$ cat config.mk
export PLATFORM = sky130hd
export DESIGN_NAME = http_chunked_body_decoder_core
export DESIGN_NICKNAME = d
export VERILOG_FILES = /design/src/rtl/chbd_pkg.sv /design/src/rtl/chbd_step.sv /design/src/rtl/chbd_out_buf.sv /design/src/rtl/http_chunked_body_decoder_core.sv
export SDC_FILE = /design/constraint.sdc
export NUM_CORES = 1
export LEC_CHECK = 0
export BUFFER_PORTS_ARGS = -buffer_cell sky130_fd_sc_hd__buf_2
export CAP_MARGIN = 20
export CORE_MARGIN = 3
export CORE_UTILIZATION = 28
export CTS_BUF_LIST = sky130_fd_sc_hd__clkbuf_8 sky130_fd_sc_hd__clkbuf_16
export DETAILED_ROUTE_END_ITERATION = 16
export SYNTH_ARGS = -nofsm -noshare
export SYNTH_HDL_FRONTEND = slang
export SYNTH_HIERARCHICAL = 1
export SYNTH_SLANG_ARGS = --single-unit
$ cat constraint.sdc
create_clock -name clk -period 4.5 [get_ports clk]
set_clock_uncertainty 0.15 [all_clocks]
set_input_delay 0.225 -clock clk [delete_from_list [all_inputs] [get_ports clk]]
set_output_delay 0.225 -clock clk [all_outputs]
set_load 0.05 [all_outputs]
$ cat src/rtl/chbd_pkg.sv
`timescale 1ns / 1ps

package chbd_pkg;

  // Result kinds, carried on m_tuser
  localparam logic [1:0] KIND_DATA = 2'd0;
  localparam logic [1:0] KIND_END  = 2'd1;
  localparam logic [1:0] KIND_ERR  = 2'd2;

  typedef struct packed {
    logic [7:0] in_byte;
    logic       restart;
  } chbd_item_t;

  typedef struct packed {
    logic [7:0] out_byte;
    logic [1:0] kind;
  } chbd_result_t;

endpackage

$ cat src/rtl/chbd_step.sv
`timescale 1ns / 1ps

module chbd_step #(
  parameter int SIZE_BITS = 31
) (
  input  logic                  clk,
  input  logic                  rst,
  input  logic                  advance,
  input  chbd_pkg::chbd_item_t  item,
  output logic                  res_valid,
  output chbd_pkg::chbd_result_t result
);
  import chbd_pkg::*;

  localparam logic [2:0] PH_SKIP = 3'd0;
  localparam logic [2:0] PH_SIZE = 3'd1;
  localparam logic [2:0] PH_REST = 3'd2;
  localparam logic [2:0] PH_CR   = 3'd3;
  localparam logic [2:0] PH_DATA = 3'd4;
  localparam logic [2:0] PH_DONE = 3'd5;
  localparam logic [2:0] PH_ERR  = 3'd6;

  localparam logic [7:0] CHAR_CR = 8'h0d;
  localparam logic [7:0] CHAR_LF = 8'h0a;
  localparam logic [7:0] CHAR_SP = 8'h20;

  // Returns {is_hex, nibble}
  function automatic logic [4:0] hex_decode(input logic [7:0] c);
    logic [4:0] r;
    r = 5'd0;
    if (c >= 8'h30 && c <= 8'h39) begin
      r = {1'b1, c[3:0]};
    end else if ((c >= 8'h61 && c <= 8'h66) || (c >= 8'h41 && c <= 8'h46)) begin
      r = {1'b1, c[3:0] + 4'd9};
    end
    return r;
  endfunction

  logic [2:0]           phase, phase_next;
  logic [SIZE_BITS-1:0] size_accum, size_accum_next;
  logic [SIZE_BITS-1:0] bytes_left, bytes_left_next;
  logic                 digit_seen, digit_seen_next;

  logic [2:0]           cur_phase;
  logic [SIZE_BITS-1:0] cur_accum;
  logic [SIZE_BITS-1:0] cur_left;
  logic                 cur_seen;
  logic [4:0]           hex;
  logic [SIZE_BITS-1:0] accum_shift;
  logic                 overflow;
  logic [SIZE_BITS-1:0] left_after;
  logic [7:0]           c;

  always_comb begin
    // Restart applies before this byte
    cur_phase = item.restart ? PH_SKIP : phase;
    cur_accum = item.restart ? '0 : size_accum;
    cur_left  = item.restart ? '0 : bytes_left;
    cur_seen  = item.restart ? 1'b0 : digit_seen;

    c           = item.in_byte;
    hex         = hex_decode(c);
    accum_shift = {cur_accum[SIZE_BITS-5:0], hex[3:0]};
    overflow    = |cur_accum[SIZE_BITS-1:SIZE_BITS-4];
    left_after  = (cur_left != '0) ? cur_left - SIZE_BITS'(1) : cur_left;

    phase_next      = cur_phase;
    size_accum_next = cur_accum;
    bytes_left_next = cur_left;
    digit_seen_next = cur_seen;
    res_valid       = 1'b0;
    result.out_byte = 8'h00;
    result.kind     = KIND_DATA;

    case (cur_phase)
      PH_SKIP: begin
        if (c != CHAR_CR && c != CHAR_LF) begin
          size_accum_next = '0;
          digit_seen_next = 1'b0;
          if (c == CHAR_SP) begin
            phase_next = PH_SIZE;
          end else if (!hex[4]) begin
            phase_next  = PH_ERR;
            res_valid   = 1'b1;
            result.kind = KIND_ERR;
          end else begin
            size_accum_next = {{(SIZE_BITS-4){1'b0}}, hex[3:0]};
            digit_seen_next = 1'b1;
            phase_next      = PH_SIZE;
          end
        end
      end
      PH_SIZE: begin
        if (hex[4]) begin
          if (overflow) begin
            phase_next  = PH_ERR;
            res_valid   = 1'b1;
            result.kind = KIND_ERR;
          end else begin
            size_accum_next = accum_shift;
            digit_seen_next = 1'b1;
          end
        end else if (!cur_seen) begin
          if (c != CHAR_SP) begin
            phase_next  = PH_ERR;
            res_valid   = 1'b1;
            result.kind = KIND_ERR;
          end
        end else begin
          phase_next = (c == CHAR_CR) ? PH_CR : PH_REST;
        end
      end
      PH_REST: begin
        if (c == CHAR_CR) begin
          phase_next = PH_CR;
        end
      end
      PH_CR: begin
        if (c != CHAR_CR) begin
          if (c != CHAR_LF) begin
            phase_next = PH_REST;
          end else if (cur_accum == '0) begin
            phase_next  = PH_DONE;
            res_valid   = 1'b1;
            result.kind = KIND_END;
          end else begin
            bytes_left_next = cur_accum;
            size_accum_next = '0;
            digit_seen_next = 1'b0;
            phase_next      = PH_DATA;
          end
        end
      end
      PH_DATA: begin
        bytes_left_next = left_after;
        if (left_after == '0) begin
          phase_next = PH_SKIP;
        end
        res_valid       = 1'b1;
        result.out_byte = c;
        result.kind     = KIND_DATA;
      end
      default: begin
        // done or error: drop bytes until restart
      end
    endcase
  end

  always_ff @(posedge clk) begin
    if (rst) begin
      phase      <= PH_SKIP;
      size_accum <= '0;
      bytes_left <= '0;
      digit_seen <= 1'b0;
    end else if (advance) begin
      phase      <= phase_next;
      size_accum <= size_accum_next;
      bytes_left <= bytes_left_next;
      digit_seen <= digit_seen_next;
    end
  end

endmodule

$ cat src/rtl/chbd_out_buf.sv
`timescale 1ns / 1ps

module chbd_out_buf (
  input  logic                   clk,
  input  logic                   rst,
  input  logic                   push,
  input  chbd_pkg::chbd_result_t push_data,
  output logic                   ready,
  output logic                   m_tvalid,
  input  logic                   m_tready,
  output chbd_pkg::chbd_result_t m_data
);
  import chbd_pkg::*;

  logic         main_valid;
  chbd_result_t main_data;
  logic         skid_valid;
  chbd_result_t skid_data;

  assign ready    = !skid_valid;
  assign m_tvalid = main_valid;
  assign m_data   = main_data;

  always_ff @(posedge clk) begin
    if (rst) begin
      main_valid <= 1'b0;
      skid_valid <= 1'b0;
    end else if (m_tready || !main_valid) begin
      // Main slot frees up: refill from skid first
      if (skid_valid) begin
        main_valid <= 1'b1;
        main_data  <= skid_data;
        skid_valid <= 1'b0;
      end else begin
        main_valid <= push;
        main_data  <= push_data;
      end
    end else if (push) begin
      skid_valid <= 1'b1;
      skid_data  <= push_data;
    end
  end

endmodule

$ cat src/rtl/http_chunked_body_decoder_core.sv
`timescale 1ns / 1ps

// HTTP chunked body decoder: takes one body byte per request on the slave side
// and returns only the chunk data bytes on the master side, plus one end request
// when the zero-size chunk line completes and one error request on a bad or
// oversized size line. Raise s_tuser with a byte to start a new body. A byte is
// taken every cycle while the output buffer has room; it passes an input register,
// the parse step, whose state update is the loop that sets the one-byte-per-cycle
// rate, and the output buffer before its result is offered on the master side.
// Sizes up to 2^SIZE_BITS - 1 are accepted. No clearing pass follows reset.

module http_chunked_body_decoder_core #(
  parameter int SIZE_BITS = 31
) (
  input  logic       clk,
  input  logic       rst,
  input  logic       s_tvalid,
  output logic       s_tready,
  input  logic [7:0] s_tdata,   // [7:0] in_byte
  input  logic       s_tuser,   // [0] restart
  output logic       m_tvalid,
  input  logic       m_tready,
  output logic [7:0] m_tdata,   // [7:0] out_byte
  output logic [1:0] m_tuser    // [1:0] kind
);
  import chbd_pkg::*;

  logic         in_valid;
  chbd_item_t   in_item;
  logic         advance;
  logic         buf_ready;
  logic         res_valid;
  chbd_result_t result;
  chbd_result_t m_data;

  assign advance  = in_valid && buf_ready;
  assign s_tready = !in_valid || advance;

  always_ff @(posedge clk) begin
    if (rst) begin
      in_valid <= 1'b0;
    end else if (s_tready) begin
      in_valid <= s_tvalid;
    end
  end

  always_ff @(posedge clk) begin
    if (s_tready && s_tvalid) begin
      in_item.in_byte <= s_tdata;
      in_item.restart <= s_tuser;
    end
  end

  chbd_step #(
    .SIZE_BITS(SIZE_BITS)
  ) u_step (
    .clk      (clk),
    .rst      (rst),
    .advance  (advance),
    .item     (in_item),
    .res_valid(res_valid),
    .result   (result)
  );

  chbd_out_buf u_out_buf (
    .clk      (clk),
    .rst      (rst),
    .push     (advance && res_valid),
    .push_data(result),
    .ready    (buf_ready),
    .m_tvalid (m_tvalid),
    .m_tready (m_tready),
    .m_data   (m_data)
  );

  assign m_tdata = m_data.out_byte;
  assign m_tuser = m_data.kind;

endmodule
* Word-level counts from Yosys, hierarchy flattened
Cells that the tools add are included.
** Storage, ports and cells
- Word-level logic and storage cells :: 121
- Register bits :: 98
- Output and inout bits :: 12
- Bits of input ports :: 13
** Cells by class
- Add/sub/neg operators :: 2
- Eq/ne operators :: 9
- $lt $le $gt $ge :: 6
- Multiplexer cells :: 68
- Bitwise gates (word level) :: 2
- Reductions and logical operators :: 21
** Operator list (count)
- $mux W31 :: 13
- $pmux W31 S3 :: 1
- $logic_not A31 Y1 :: 2
- $pmux W31 S2 :: 1
- $mux W3 :: 12
- $reduce_bool A31 Y1 :: 1
- $sub A31 B1 Y31 const B :: 1
- $mux W1 :: 23
- $mux W2 :: 9
- $ge A8 B7 Y1 const B :: 2
- $le A8 B7 Y1 const B :: 2
- $ne A8 B4 Y1 const B :: 2
- $pmux W3 S5 :: 1
- $mux W10 :: 1
- $mux W5 :: 2
- $eq A8 B4 Y1 const B :: 1
- $eq A8 B6 Y1 const B :: 1
- $ge A8 B6 Y1 const B :: 1
- $le A8 B6 Y1 const B :: 1
- $mux W8 :: 1
- $ne A8 B6 Y1 const B :: 1
- $logic_and A1 B1 Y1 :: 7
- $eq A3 B2 Y1 const B :: 2
- $pmux W2 S3 :: 1
- 14 further kinds :: 19

* Logic depth before layout (Yosys ltp)
Gate-level depths: netlist of the first run.
- Depth in word-level cells :: 11
- Depth in mapped cells :: 15
- Depth with buffers taken out :: 11

* By module
The synthesis of the first run kept the hierarchy.
** By module, submodules not included
- chbd_step :: seq. area each 1321.3 um^2, area each 4677.0 um^2, cells an instance 620, times used 1
- chbd_out_buf :: seq. area each 640.6 um^2, area each 834.6 um^2, cells an instance 40, times used 1
- http_chunked_body_decoder_core :: seq. area each 290.3 um^2, area each 340.3 um^2, cells an instance 16, times used 1

* Worst setup path before layout of the first run
Ideal clock, no wire load.
- Path type :: register to register
- Start :: reg in_item[2] in the netlist's numbering
- End :: reg u_out_buf/skid_data[0] in the netlist's numbering (enable)
- Setup slack :: 0.945 ns
- Setup time :: 0.392 ns
- Arrival time :: 3.013 ns
- Buffers on the path :: 0
- Data required time :: 3.958 ns
- Stages on the path, launching flop included :: 10
- Clock period less this slack :: 3.555 ns
- Path through :: edfxtp_1 inv_1 ha_1 o21bai_1 a2111oi_2 or2_2 a22o_1 or3_1 and3_2 nor3b_1
** Between the ends
- Cells in the longest elaborated chain, start to end :: 11
- Elaborated cells on any way between the ends :: 28
- Those cells by class :: 6 x order compare; 4 x eq/ne; 11 x mux; 7 x reduce/logical
** Ends and longest elaborated chain
- from (decl) :: RTL line http_chunked_body_decoder_core.sv:29 : chbd_item_t in_item;
- $ge A8 B7 Y1 or $le A8 B7 Y1 (tied branches) :: RTL line chbd_step.sv:33 : end else if ((c >= 8'h61 && c <= 8'h66) || (c >= 8'h41 && c <= 8'h46)) begin
- $logic_and A1 B1 Y1 :: RTL line chbd_step.sv:33
- $logic_or A1 B1 Y1 :: RTL line chbd_step.sv:33
- $mux W5 :: RTL line chbd_step.sv:33
- $mux W5 :: RTL line chbd_step.sv:31 : if (c >= 8'h30 && c <= 8'h39) begin
- $mux W1 :: RTL line chbd_step.sv:82 : end else if (!hex[4]) begin
- $mux W1 :: RTL line chbd_step.sv:80 : if (c == CHAR_SP) begin
- $mux W1 :: RTL line chbd_step.sv:77 : if (c != CHAR_CR && c != CHAR_LF) begin
- $pmux W1 S4 * :: RTL line chbd_step.sv:75 : case (cur_phase)
- named net res_valid :: RTL line http_chunked_body_decoder_core.sv:32 : logic res_valid;
- $logic_and A1 B1 Y1 * :: RTL line http_chunked_body_decoder_core.sv:68 : .push (advance && res_valid),
- $reduce_and A3 Y1 (no line) *
- to (signal assigned) :: RTL line chbd_out_buf.sv:40 : skid_data <= push_data;
- to (decl) :: RTL line chbd_out_buf.sv:18 : chbd_result_t skid_data;
Mark *: on every way through the listed nets, which the timed path passes. The rest lies on a longest branch.
A chain may end at the register's enable or synchronous reset.

* Final worst setup path of the first run
- Start :: reg in_item[1] in the netlist's numbering
- End :: reg u_step.size_accum[0]
** Between the ends
- Cells in the longest elaborated chain, start to end :: 9
- Elaborated cells on any way between the ends :: 25
- Those cells by class :: 1 x add/sub; 6 x order compare; 3 x eq/ne; 10 x mux; 5 x reduce/logical
** Ends and longest elaborated chain
- $ge A8 B7 Y1 or $le A8 B7 Y1 (tied branches) :: RTL line chbd_step.sv:33
- $logic_and A1 B1 Y1 :: RTL line chbd_step.sv:33
- $logic_or A1 B1 Y1 :: RTL line chbd_step.sv:33
- $mux W5 :: RTL line chbd_step.sv:33
- $mux W5 :: RTL line chbd_step.sv:31
- $mux W4 :: RTL line chbd_step.sv:82
- $mux W31 :: RTL line chbd_step.sv:80
- $mux W31 :: RTL line chbd_step.sv:77
- $pmux W31 S3 * :: RTL line chbd_step.sv:75
- to (signal assigned) :: RTL line chbd_step.sv:157 : size_accum <= size_accum_next;
- to (decl) :: RTL line chbd_step.sv:40 : logic [SIZE_BITS-1:0] size_accum, size_accum_next;
Mark *: on every way between the ends. The rest lies on a longest branch, timed or not.

==> results of run 1 <==
## worst register-to-register path: cells and delay by family (launching register included)
family / cells / cell delay [ns]
flip-flops: 1 / 0.44
adder cells (fa/ha/maj): 1 / 0.20
buffers and inverters: 1 / 0.17
AO/OA/AOI/OAI: 4 / 1.64
AND/OR/NAND/NOR: 3 / 1.18
## sequential cells by signal, indices dropped and copies added (netlist names)
signal                cells
u_out_buf/skid_valid      1
u_out_buf/m_data         10
u_step/phase              3
u_step/digit_seen         1
in_valid                  1
u_out_buf/m_tvalid        1
u_out_buf/skid_data      10
u_step/bytes_left        31
in_item                   9
u_step/size_accum        31
## logic make-up (layout without fill, tap and decap cells)
group,Yosys count,after routing,share of synthesized area [%]
simple gates,277,277,25.2
compound gates,202,202,24.7
flops,98,98,38.5
buf+inv,64,75,4.94
mux,16,16,3.49
xor+xnor,14,14,2.10
fa+ha+maj,5,5,1.07
## worst min-delay path by stage
stage	end	slack [ns]
finish	u_out_buf/skid_valid	0.06
global route	u_out_buf/skid_valid	0.07
CTS	u_out_buf/skid_valid	0.05
detailed placement	in_item[3]	0.25
global placement	in_item[7]	0.25
floorplan	in_valid	0.14
## through the flow
| step | instance area, µm² | total power, mW |
|---|---|---|
| 2_1_floorplan | 5850 | 1.28 |
| 3_3_place_gp | 6150 | 1.38 |
| 3_5_place_dp | 6150 | 1.38 |
| 4_1_cts | 6550 | 2.17 |
| 5_1_grt | 6550 | 2.24 |
| 6_report | 6550 | 2.16 |
## metal layers
layer | up-vias | part of all wire [%] | track usage [%]
met5 | - | 0 | 0
met4 | 0 | 2.4 | 6.54
met3 | 28 | 7.4 | 2.53
met2 | 208 | 45 | 24.6
met1 | 2600 | 45 | 22.2
li1 | 2557 | - | -
## cell usage in the layout, fill, tap and decap left out, types with 4 or more instances in the layout
master	Yosys	final
or4_1	6	6
xor2_1	4	4
a31oi_1	4	4
mux2i_1	5	5
dfxtp_1	69	69
buf_2	9	24
o21ai_0	33	33
buf_4	0	10
or3_1	6	6
nor4_1	14	14
nand3_1	14	14
dlygate4sd3_1	0	11
o22ai_1	7	7
ha_1	5	5
o21bai_1	4	4
nor2b_1	7	7
o31ai_1	6	6
a211oi_1	6	6
inv_1	14	16
nor2_1	81	81
or4_4	5	5
a22oi_1	37	37
or2_2	6	6
a221oi_1	5	5
mux2_4	8	8
a2111oi_0	5	5
nand2b_1	11	11
o211ai_1	5	5
nor3_1	26	26
and2_1	6	6
edfxtp_1	29	29
o2bb2ai_1	7	7
xnor2_1	10	10
nand4_1	10	10
a32oi_1	4	4
a22o_1	11	11
nand2_1	56	56
clkbuf_16	0	9
a21oi_1	32	32
## final cells by class
type	instances	share of cell area, %
clock inverters	7	1.03
repair buffers	45	4.66
multi-input cells	514	50.5
inverters	14	0.802
well taps	270	5.16
clock buffers	9	3.44
flip-flops and latches	98	34.4
## power by group through the flow
stage	clock network [mW]	registers [mW]	logic [mW]
after global placement	0	0.978	0.402
after floorplan	0	0.983	0.298
after global routing	0.832	0.962	0.450
after CTS	0.803	0.958	0.408
final	0.784	0.959	0.415
after detailed placement	0	0.978	0.398
==> results.toml, run 1 <==
[placement]
place_hpwl_mm = 12.5
portBuffers = 24
gp_congestion = 0.933
pre_cts_slack_ns = 0.706
dp_cells = 930

[synthesis]
seq_area_frac_synth_pct = 38.5
synth_common_cells = "81 x nor2_1, 69 x dfxtp_1, 56 x nand2_1, 37 x a22oi_1"
synth_top_area_cell = "dfxtp_1"
synth_area_um2 = 5850
syn_nets = 694
synth_area_leaders = "dfxtp_1 24%, edfxtp_1 15%, nor2_1 5.2%, a22oi_1 4.7%, nand2_1 3.6%"
ys_warn_count = 6
synth_top_area_share_pct = 23.6
synth_most_common_cell = "nor2_1"
async_flop_share_pct = 0
ys_types = 82
ys_ff_latch = 98
synth-edff-count = 29
synth_cells = 676
syn_area_per_cell_um2 = 8.66
synth_ff_type = "dfxtp_1"

[finish]
seqCellArea_um2 = 2250
nets = 700
fillCellCount = 2100
multi_input_area_um2 = 3310
drive_above_1_share_pct = 13.7
instances_no_fill = 957
area_delta_synth_final_pct = 12.0
fin_util_pct = 32.2
diodes = 0

[floorplan]
core-area_um2 = 20400
die_w_um = 151
die_h_um = 151
rows = 52
pin_count = 25
die_area_um2 = 22700
start_util_pct = 28.7

[sta]
max_freq_mhz = 259
whs_ns = 0.0615
finalCriticalPeriod_ns = 3.86
tightest_slew_ns = 1.07
setup-tns-final_ns = 0
relSlewSlack_pct = 28.1
rsz0062_at_grt = "no"
fin_ws_ns = 0.643
hold_viol = 0
fin_crit_sh_pct = 85.7
drv_slew = 0
setup_viol = 0

[route]
drcViolationCount = 0
avgRoutedWirePerCell_um = 18.4
num_vias = 5393
dr.pass1.iters = 5
drtIter0Drc = 749
drt-total-wl_mm = 17.6
final_antenna_net_count = 0
via_per_inst = 5.64

[critical_path]
reg2reg_depth = 9
cp-start-kind = "flop"
path_depth = 9
end_kind = "flop"
required_ns = 4.63
max_stage_delay_ns = 0.64
arrival_ns = 3.98
ff2ff_setup_slack_ns = 0.64
path_class = "flop to flop"
reg2reg_from = "in_item[1]"
path_max_fanout = 19
crit_start = "in_item[1]"
crit_end = "u_step/size_accum[0]"
cp_top_family = "compound AO/OA/AOI/OAI gates"
cpMaxStageDelayCell = "o22ai_1"
r2r_end = "u_step/size_accum[0]"
worst-path-buf-inv = 1
path_cells = "inv_1 -> ha_1 -> or3b_2 -> and4_1 -> o22ai_1 -> a21oi_1 -> o21ai_2 -> and2_0 -> o2bb2ai_1"

[power_and_ir_drop]
powerDensity_nw_per_um2 = 329
p_leak_nw = 2.29
power_frac_comb_pct = 19.2
vdd_drop_max_uv = 151
pwr-share-seq_pct = 44.4
sw_frac_of_total_pct = 30.0
pwr-share-clk_pct = 36.3
p_sw_mw = 0.647
internal_power_mw = 1.51

[clocking]
clk_pin_slew_ns = 0.07
tritoncts = "yes"
cts-root-buf = "clkbuf_16"
clk_latency_ns = 0.35
hold_buffers = 11
cts_max_level = 3
post_cts_resized = 0
cts_setup_buffers = 0
cts_buffers = 9
clock_sinks = 98
cts.path.max_buffers = 2

[hold_path]
min-delay-start = "m_tready"
worstHoldPathType = "input pin to flop"
hold_depth = 3

[grt]
grt_pass1_vias = 5065
grt_usage_pct = 16.0
grt_pass1_wl_mm = 28.4
grt_max_degree = 59
antenna_found_initial = 0
overflow = 0

[job]
cap_viol_max_count = 0

[outcome]
status = "finished clean"
(Power assumes the default switching activity.)
==> inputs of run 2 (changes only) <==
Settings changed: SYNTH_HIERARCHICAL 1 to default.
==> results.toml, run 2 <==
[floorplan]
die_area_um2 = 22800
pin_count = 25
die_h_um = 151
rows = 52
start_util_pct = 28.8
die_w_um = 151
core-area_um2 = 20400

[synthesis]
synthXorXnorAreaFrac_pct = 1.19
ys_warn_count = 0
synth_compound_area_share_pct = 29.3
synth-adder-area-share_pct = 1.44
seq_area_frac_synth_pct = 38.2
synth_area_um2 = 5890
synthMuxAreaShare_pct = 1.83
synth-edff-count = 29
synth_common_cells = "69 x dfxtp_1, 65 x nor2_1, 48 x clkbuf_1, 44 x nand2_1, 41 x a21oi_1"
ys_ff_latch = 98
synth_top_area_cell = "dfxtp_1"
yosys.area_share.simple_pct = 23.2
async_flop_share_pct = 0
synth_top_family_by_area = "compound AO/OA/AOI/OAI gates"
synth_most_common_cell = "dfxtp_1"
syn_nets = 717
synth_area_leaders = "dfxtp_1 23%, edfxtp_1 15%, a22o_1 4.5%, nor2_1 4.1%, a21oi_1 3.5%"
synth_ff_type = "dfxtp_1"
synth_cells = 698
ys_types = 73
syn_area_per_cell_um2 = 8.44
synth_top_area_share_pct = 23.4

[critical_path]
path_max_fanout = 11
cp-start-kind = "flop"
reg2reg_from = "u_step.bytes_left[0]"
ff2ff_setup_slack_ns = 0.82
reg2reg_depth = 11
path_cells = "nor2b_1 -> inv_1 -> ha_1 -> and2_0 -> nor4b_2 -> buf_4 -> a311oi_1 -> nor4b_1 -> nand4_1 -> nor4_1 -> a21oi_1"
max_stage_delay_ns = 0.42
cpMaxStageDelayCell = "dfxtp_1"
worst-path-buf-inv = 2
arrival_ns = 3.76
end_kind = "flop"
path_class = "flop to flop"
r2r_end = "u_step.phase[2]"
required_ns = 4.58
cp_top_family = "simple AND/OR/NAND/NOR gates"

[clocking]
cts_max_level = 3
tritoncts = "yes"
hold_buffers = 10
cts.path.max_buffers = 2
post_cts_resized = 0
cts_buffers = 9
clk_pin_slew_ns = 0.08
cts-root-buf = "clkbuf_16"
clk_latency_ns = 0.36
cts_setup_buffers = 0
clock_sinks = 98

[grt]
antenna_found_initial = 0
grt_max_degree = 48
grt_usage_pct = 17.0
grt_pass1_vias = 5335
grt_pass1_wl_mm = 30.7
overflow = 0

[finish]
fillCellCount = 2196
area_delta_synth_final_pct = 13.5
nets = 722
drive_above_1_share_pct = 11.9
top_regs = "u_step.bytes_left x31, u_step.size_accum x31"
diodes = 0
final_cell_mix = "69 x dfxtp_1, 64 x nor2_1, 44 x nand2_1"
fin_util_pct = 32.7
mostFrequentLayoutCell = "dfxtp_1"

[sta]
fin_crit_sh_pct = 81.7
setup_viol = 0
fin_ws_ns = 0.822
relSlewSlack_pct = 44.3
setup-tns-final_ns = 0
max_freq_mhz = 272
drv_slew = 0
finalCriticalPeriod_ns = 3.68
rsz0062_at_grt = "no"
tightest_slew_ns = 0.836
hold_viol = 0

[placement]
gp_congestion = 0.977
portBuffers = 24
pre_cts_slack_ns = 0.914
place_hpwl_mm = 13.4

[power_and_ir_drop]
vdd_drop_max_uv = 248
p_leak_nw = 2.25
powerDensity_nw_per_um2 = 336

[outcome]
status = "finished clean"

[hold_path]
hold_depth = 3
worstHoldPathType = "input pin to flop"
hold_path_end = "u_out_buf.skid_valid"
min-delay-start = "m_tready"

[route]
drcViolationCount = 0
dr.pass1.iters = 5
final_antenna_net_count = 0
via_per_inst = 5.89
drtIter0Drc = 585
drt-total-wl_mm = 19.0
avgRoutedWirePerCell_um = 19.5
num_vias = 5763

[job]
cap_viol_max_count = 0
run 2: cell count changes in the layout (fill, tap and decap cells not counted), sizes merged, moves of 5 or more:
| cell | delta |
|---|---|
| a22o | +19 |
| a22oi | -17 |
| nor2 | -17 |
| a31oi | +15 |
| nand2 | -12 |
| o211ai | +7 |
| o21ai | +7 |
| a21oi | +6 |
| buf | +6 |
| o22ai | -6 |
| a311oi | +5 |
| mux2 | -5 |
| nand2b | -5 |
| nor3 | +5 |
run 2: final cells by class:
class / count / area, µm² / area share, %
Clock inverter: 7 / 87.6 / 1.31
Inverter: 19 / 71.3 / 1.07
Sequential cell: 98 / 2250 / 33.7
Tap cell: 270 / 338 / 5.05
Multi-Input combinational cell: 525 / 3370 / 50.4
Clock buffer: 9 / 225 / 3.37
Timing Repair Buffer: 50 / 340 / 5.09
run 2: per-stage QoR:
step	hold WS, ns	cells	power (mW)	instance area [µm²]
2_1_floorplan	0.174	698	1.31	5890
3_3_place_gp	0.251	952	1.44	6270
3_5_place_dp	0.253	952	1.43	6270
4_1_cts	0.111	978	2.25	6690
5_1_grt	0.155	978	2.34	6690
6_report	0.110	978	2.25	6690
run 2: how the worst max path moves through the flow:
stage | from | end | slack, ns | cells after the start
after floorplan | in_item[0] | u_step.phase[2] | 0.51 | 16
after global placement | u_step.bytes_left[0] | u_step.phase[2] | 0.83 | 11
after detailed placement | u_step.bytes_left[0] | u_step.phase[2] | 0.91 | 11
after CTS | u_step.bytes_left[0] | u_step.phase[2] | 0.89 | 11
after global routing | u_step.bytes_left[0] | u_step.phase[2] | 0.60 | 12
final | u_step.bytes_left[0] | u_step.phase[2] | 0.82 | 11
run 2: routing by layer:
| layer | routed length (µm) | vias to the layer above | share of wire, % | track usage, % |
|---|---|---|---|---|
| met5 | 0 | - | 0 | 0 |
| met4 | 530 | 0 | 2.8 | 6.57 |
| met3 | 1340 | 39 | 7.0 | 2.57 |
| met2 | 8470 | 240 | 44 | 25.1 |
| met1 | 8700 | 2784 | 46 | 25.0 |
| li1 | - | 2700 | - | - |
run 2: worst min-delay path, stage by stage:
cell	delay (ns)
buf_2	0.07
nand2b_1	0.20
nor3_1	0.07
run 2: report_power, final:
part	internal [mW]	switching (mW)	leakage [nW]
Sequential	0.938	0.0455	0.826
Clock	0.441	0.379	0.145
Combinational	0.156	0.291	1.28
run 2: cell families after synthesis:
group,Yosys count
and+or+nand+nor,256
muxes,10
xor gates and xnor gates,8
DFF,98
buffers and inverters,75
adders and majority gates,7
AOI/OAI and AO/OA,244
==> inputs of run 3 (changes only) <==
Clock period 4.5 ns to 3.2 ns, I/O delays scaled along.
==> results.toml, run 3 (same netlist as run 2, synthesis figures left out) <==
[outcome]
status = "finished clean"

[clocking]
cts.path.max_buffers = 2
tritoncts = "yes"
cts-root-buf = "clkbuf_16"
clock_sinks = 98
cts_buffers = 9
cts_max_level = 3
clk_pin_slew_ns = 0.07
clk_latency_ns = 0.35

[grt]
grt_usage_pct = 17.7
grt_pass1_wl_mm = 31.6
grt_pass1_vias = 5614
overflow = 0
antenna_found_initial = 0
grt_max_degree = 56

[power_and_ir_drop]
sw_frac_of_total_pct = 30.4
p_sw_mw = 0.999
internal_power_mw = 2.28
vdd_drop_max_uv = 354
power_frac_comb_pct = 24.3
pwr-share-clk_pct = 34.4
p_leak_nw = 2.66
pwr-share-seq_pct = 41.3
powerDensity_nw_per_um2 = 446

[route]
drt-total-wl_mm = 20.0
num_vias = 6003
dr.pass1.iters = 5
drcViolationCount = 0
avgRoutedWirePerCell_um = 19.1
drtIter0Drc = 649
via_per_inst = 5.72
final_antenna_net_count = 0

[finish]
diodes = 0
top_regs = "u_step.bytes_left x31, u_step.size_accum x31"
final_area_um2 = 7350
mostFrequentLayoutCell = "buf_4"
final_cell_mix = "81 x buf_4, 69 x dfxtp_1, 63 x nor2_1"
area_delta_synth_final_pct = 24.9
nets = 793
drive_above_1_share_pct = 20.7

[placement]
place_hpwl_mm = 14.5
portBuffers = 24
placed_area_um2 = 6870
gp_congestion = 0.919

[critical_path]
max_stage_delay_ns = 0.56
cp_top_family = "simple AND/OR/NAND/NOR gates"
cp-start-kind = "flop"
required_ns = 3.28
critical_path.most_common_cell = "a21oi_1"
cpMaxStageDelayCell = "or4_1"
path_cells = "or4_1 -> or2_1 -> buf_4 -> o21ai_2 -> a21oi_1 -> a221oi_2 -> o211ai_1 -> nor4_1 -> a21oi_1"
worst-path-buf-inv = 1
arrival_ns = 3.12
path_class = "flop to flop"
end_kind = "flop"
path_max_fanout = 7

[sta]
hold_viol = 0
rsz0062_at_grt = "yes"
fin_crit_sh_pct = 95.0
setup_viol = 0
finalCriticalPeriod_ns = 3.04
max_freq_mhz = 329
relSlewSlack_pct = 45.8
drv_slew = 0
tightest_slew_ns = 0.813
setup-tns-final_ns = 0

[hold_path]
worstHoldPathType = "input pin to flop"

[job]
cap_viol_max_count = 0

[floorplan]
pin_count = 25
start_util_pct = 28.8
die_area_um2 = 22800
core-area_um2 = 20400
die_w_um = 151
rows = 52
die_h_um = 151
## run 3: repair_timing
action,4_1_cts,5_1_grt
setup endpoints to repair,1,4
gates resized for setup,2,9
hold buffers,10,0
endpoints found under the hold margin,10,0
pin swaps,0,1
setup buffers,0,0
## run 3: layer usage
layer / global-route usage (%) / vias up / routed length [µm]
met3: 3.62 / 41 / 1580
met4: 7.66 / 0 / 618
met2: 26.8 / 267 / 8930
met5: 0 / - / 0
met1: 24.5 / 2841 / 8910
li1: - / 2854 / -
## run 3: power groups by stage
stage               clock network [mW]  registers [mW]  logic (mW)
global route                      1.19            1.36       0.860
finish                            1.13            1.36       0.798
detailed placement                   0            1.38       0.750
global placement                     0            1.38       0.756
floorplan                            0            1.41       0.446
CTS                               1.15            1.35       0.764
## run 3: layout make-up
| class | instances | area (µm²) |
|---|---|---|
| fillers | 2145 | 13100 |
| inverters | 19 | 71.3 |
| clock buffers | 11 | 253 |
| well taps | 270 | 338 |
| clock inverters | 5 | 53.8 |
| multi-input cells | 525 | 3440 |
| repair buffers | 121 | 943 |
| flip-flops and latches | 98 | 2250 |
## run 3: through the flow
stage | utilization, % | worst slack, ns | instances | hold WS (ns) | power, mW
floorplan | - | -0.301 | 698 | 0.109 | 1.85
global placement | 33.6 | 0.0358 | 1022 | 0.187 | 2.14
detailed placement | 33.6 | -0.0382 | 1022 | 0.188 | 2.13
CTS | 35.7 | 0.0622 | 1048 | 0.0608 | 3.27
global route | 36.0 | -0.00253 | 1049 | 0.0946 | 3.41
finish | 36.0 | 0.161 | 1049 | 0.0592 | 3.28
## run 3: worst reg2reg max path, cell delays in order (launching register included)
cell      delay, ns
dfxtp_1        0.31
or4_1          0.56
or2_1          0.37
buf_4          0.20
o21ai_2        0.31
a21oi_1        0.19
a221oi_2       0.34
o211ai_1       0.14
nor4_1         0.25
a21oi_1        0.11
## run 3: final timing paths
kind	start	endpoint	slack, ns	cells past startpoint
max	u_step.bytes_left[20]	u_step.phase[2]	0.16	9
min	m_tready	u_out_buf.skid_valid	0.06	3
max reg2reg	u_step.bytes_left[20]	u_step.phase[2]	0.16	9
min reg2reg	u_step.digit_seen	u_step.digit_seen	0.35	2
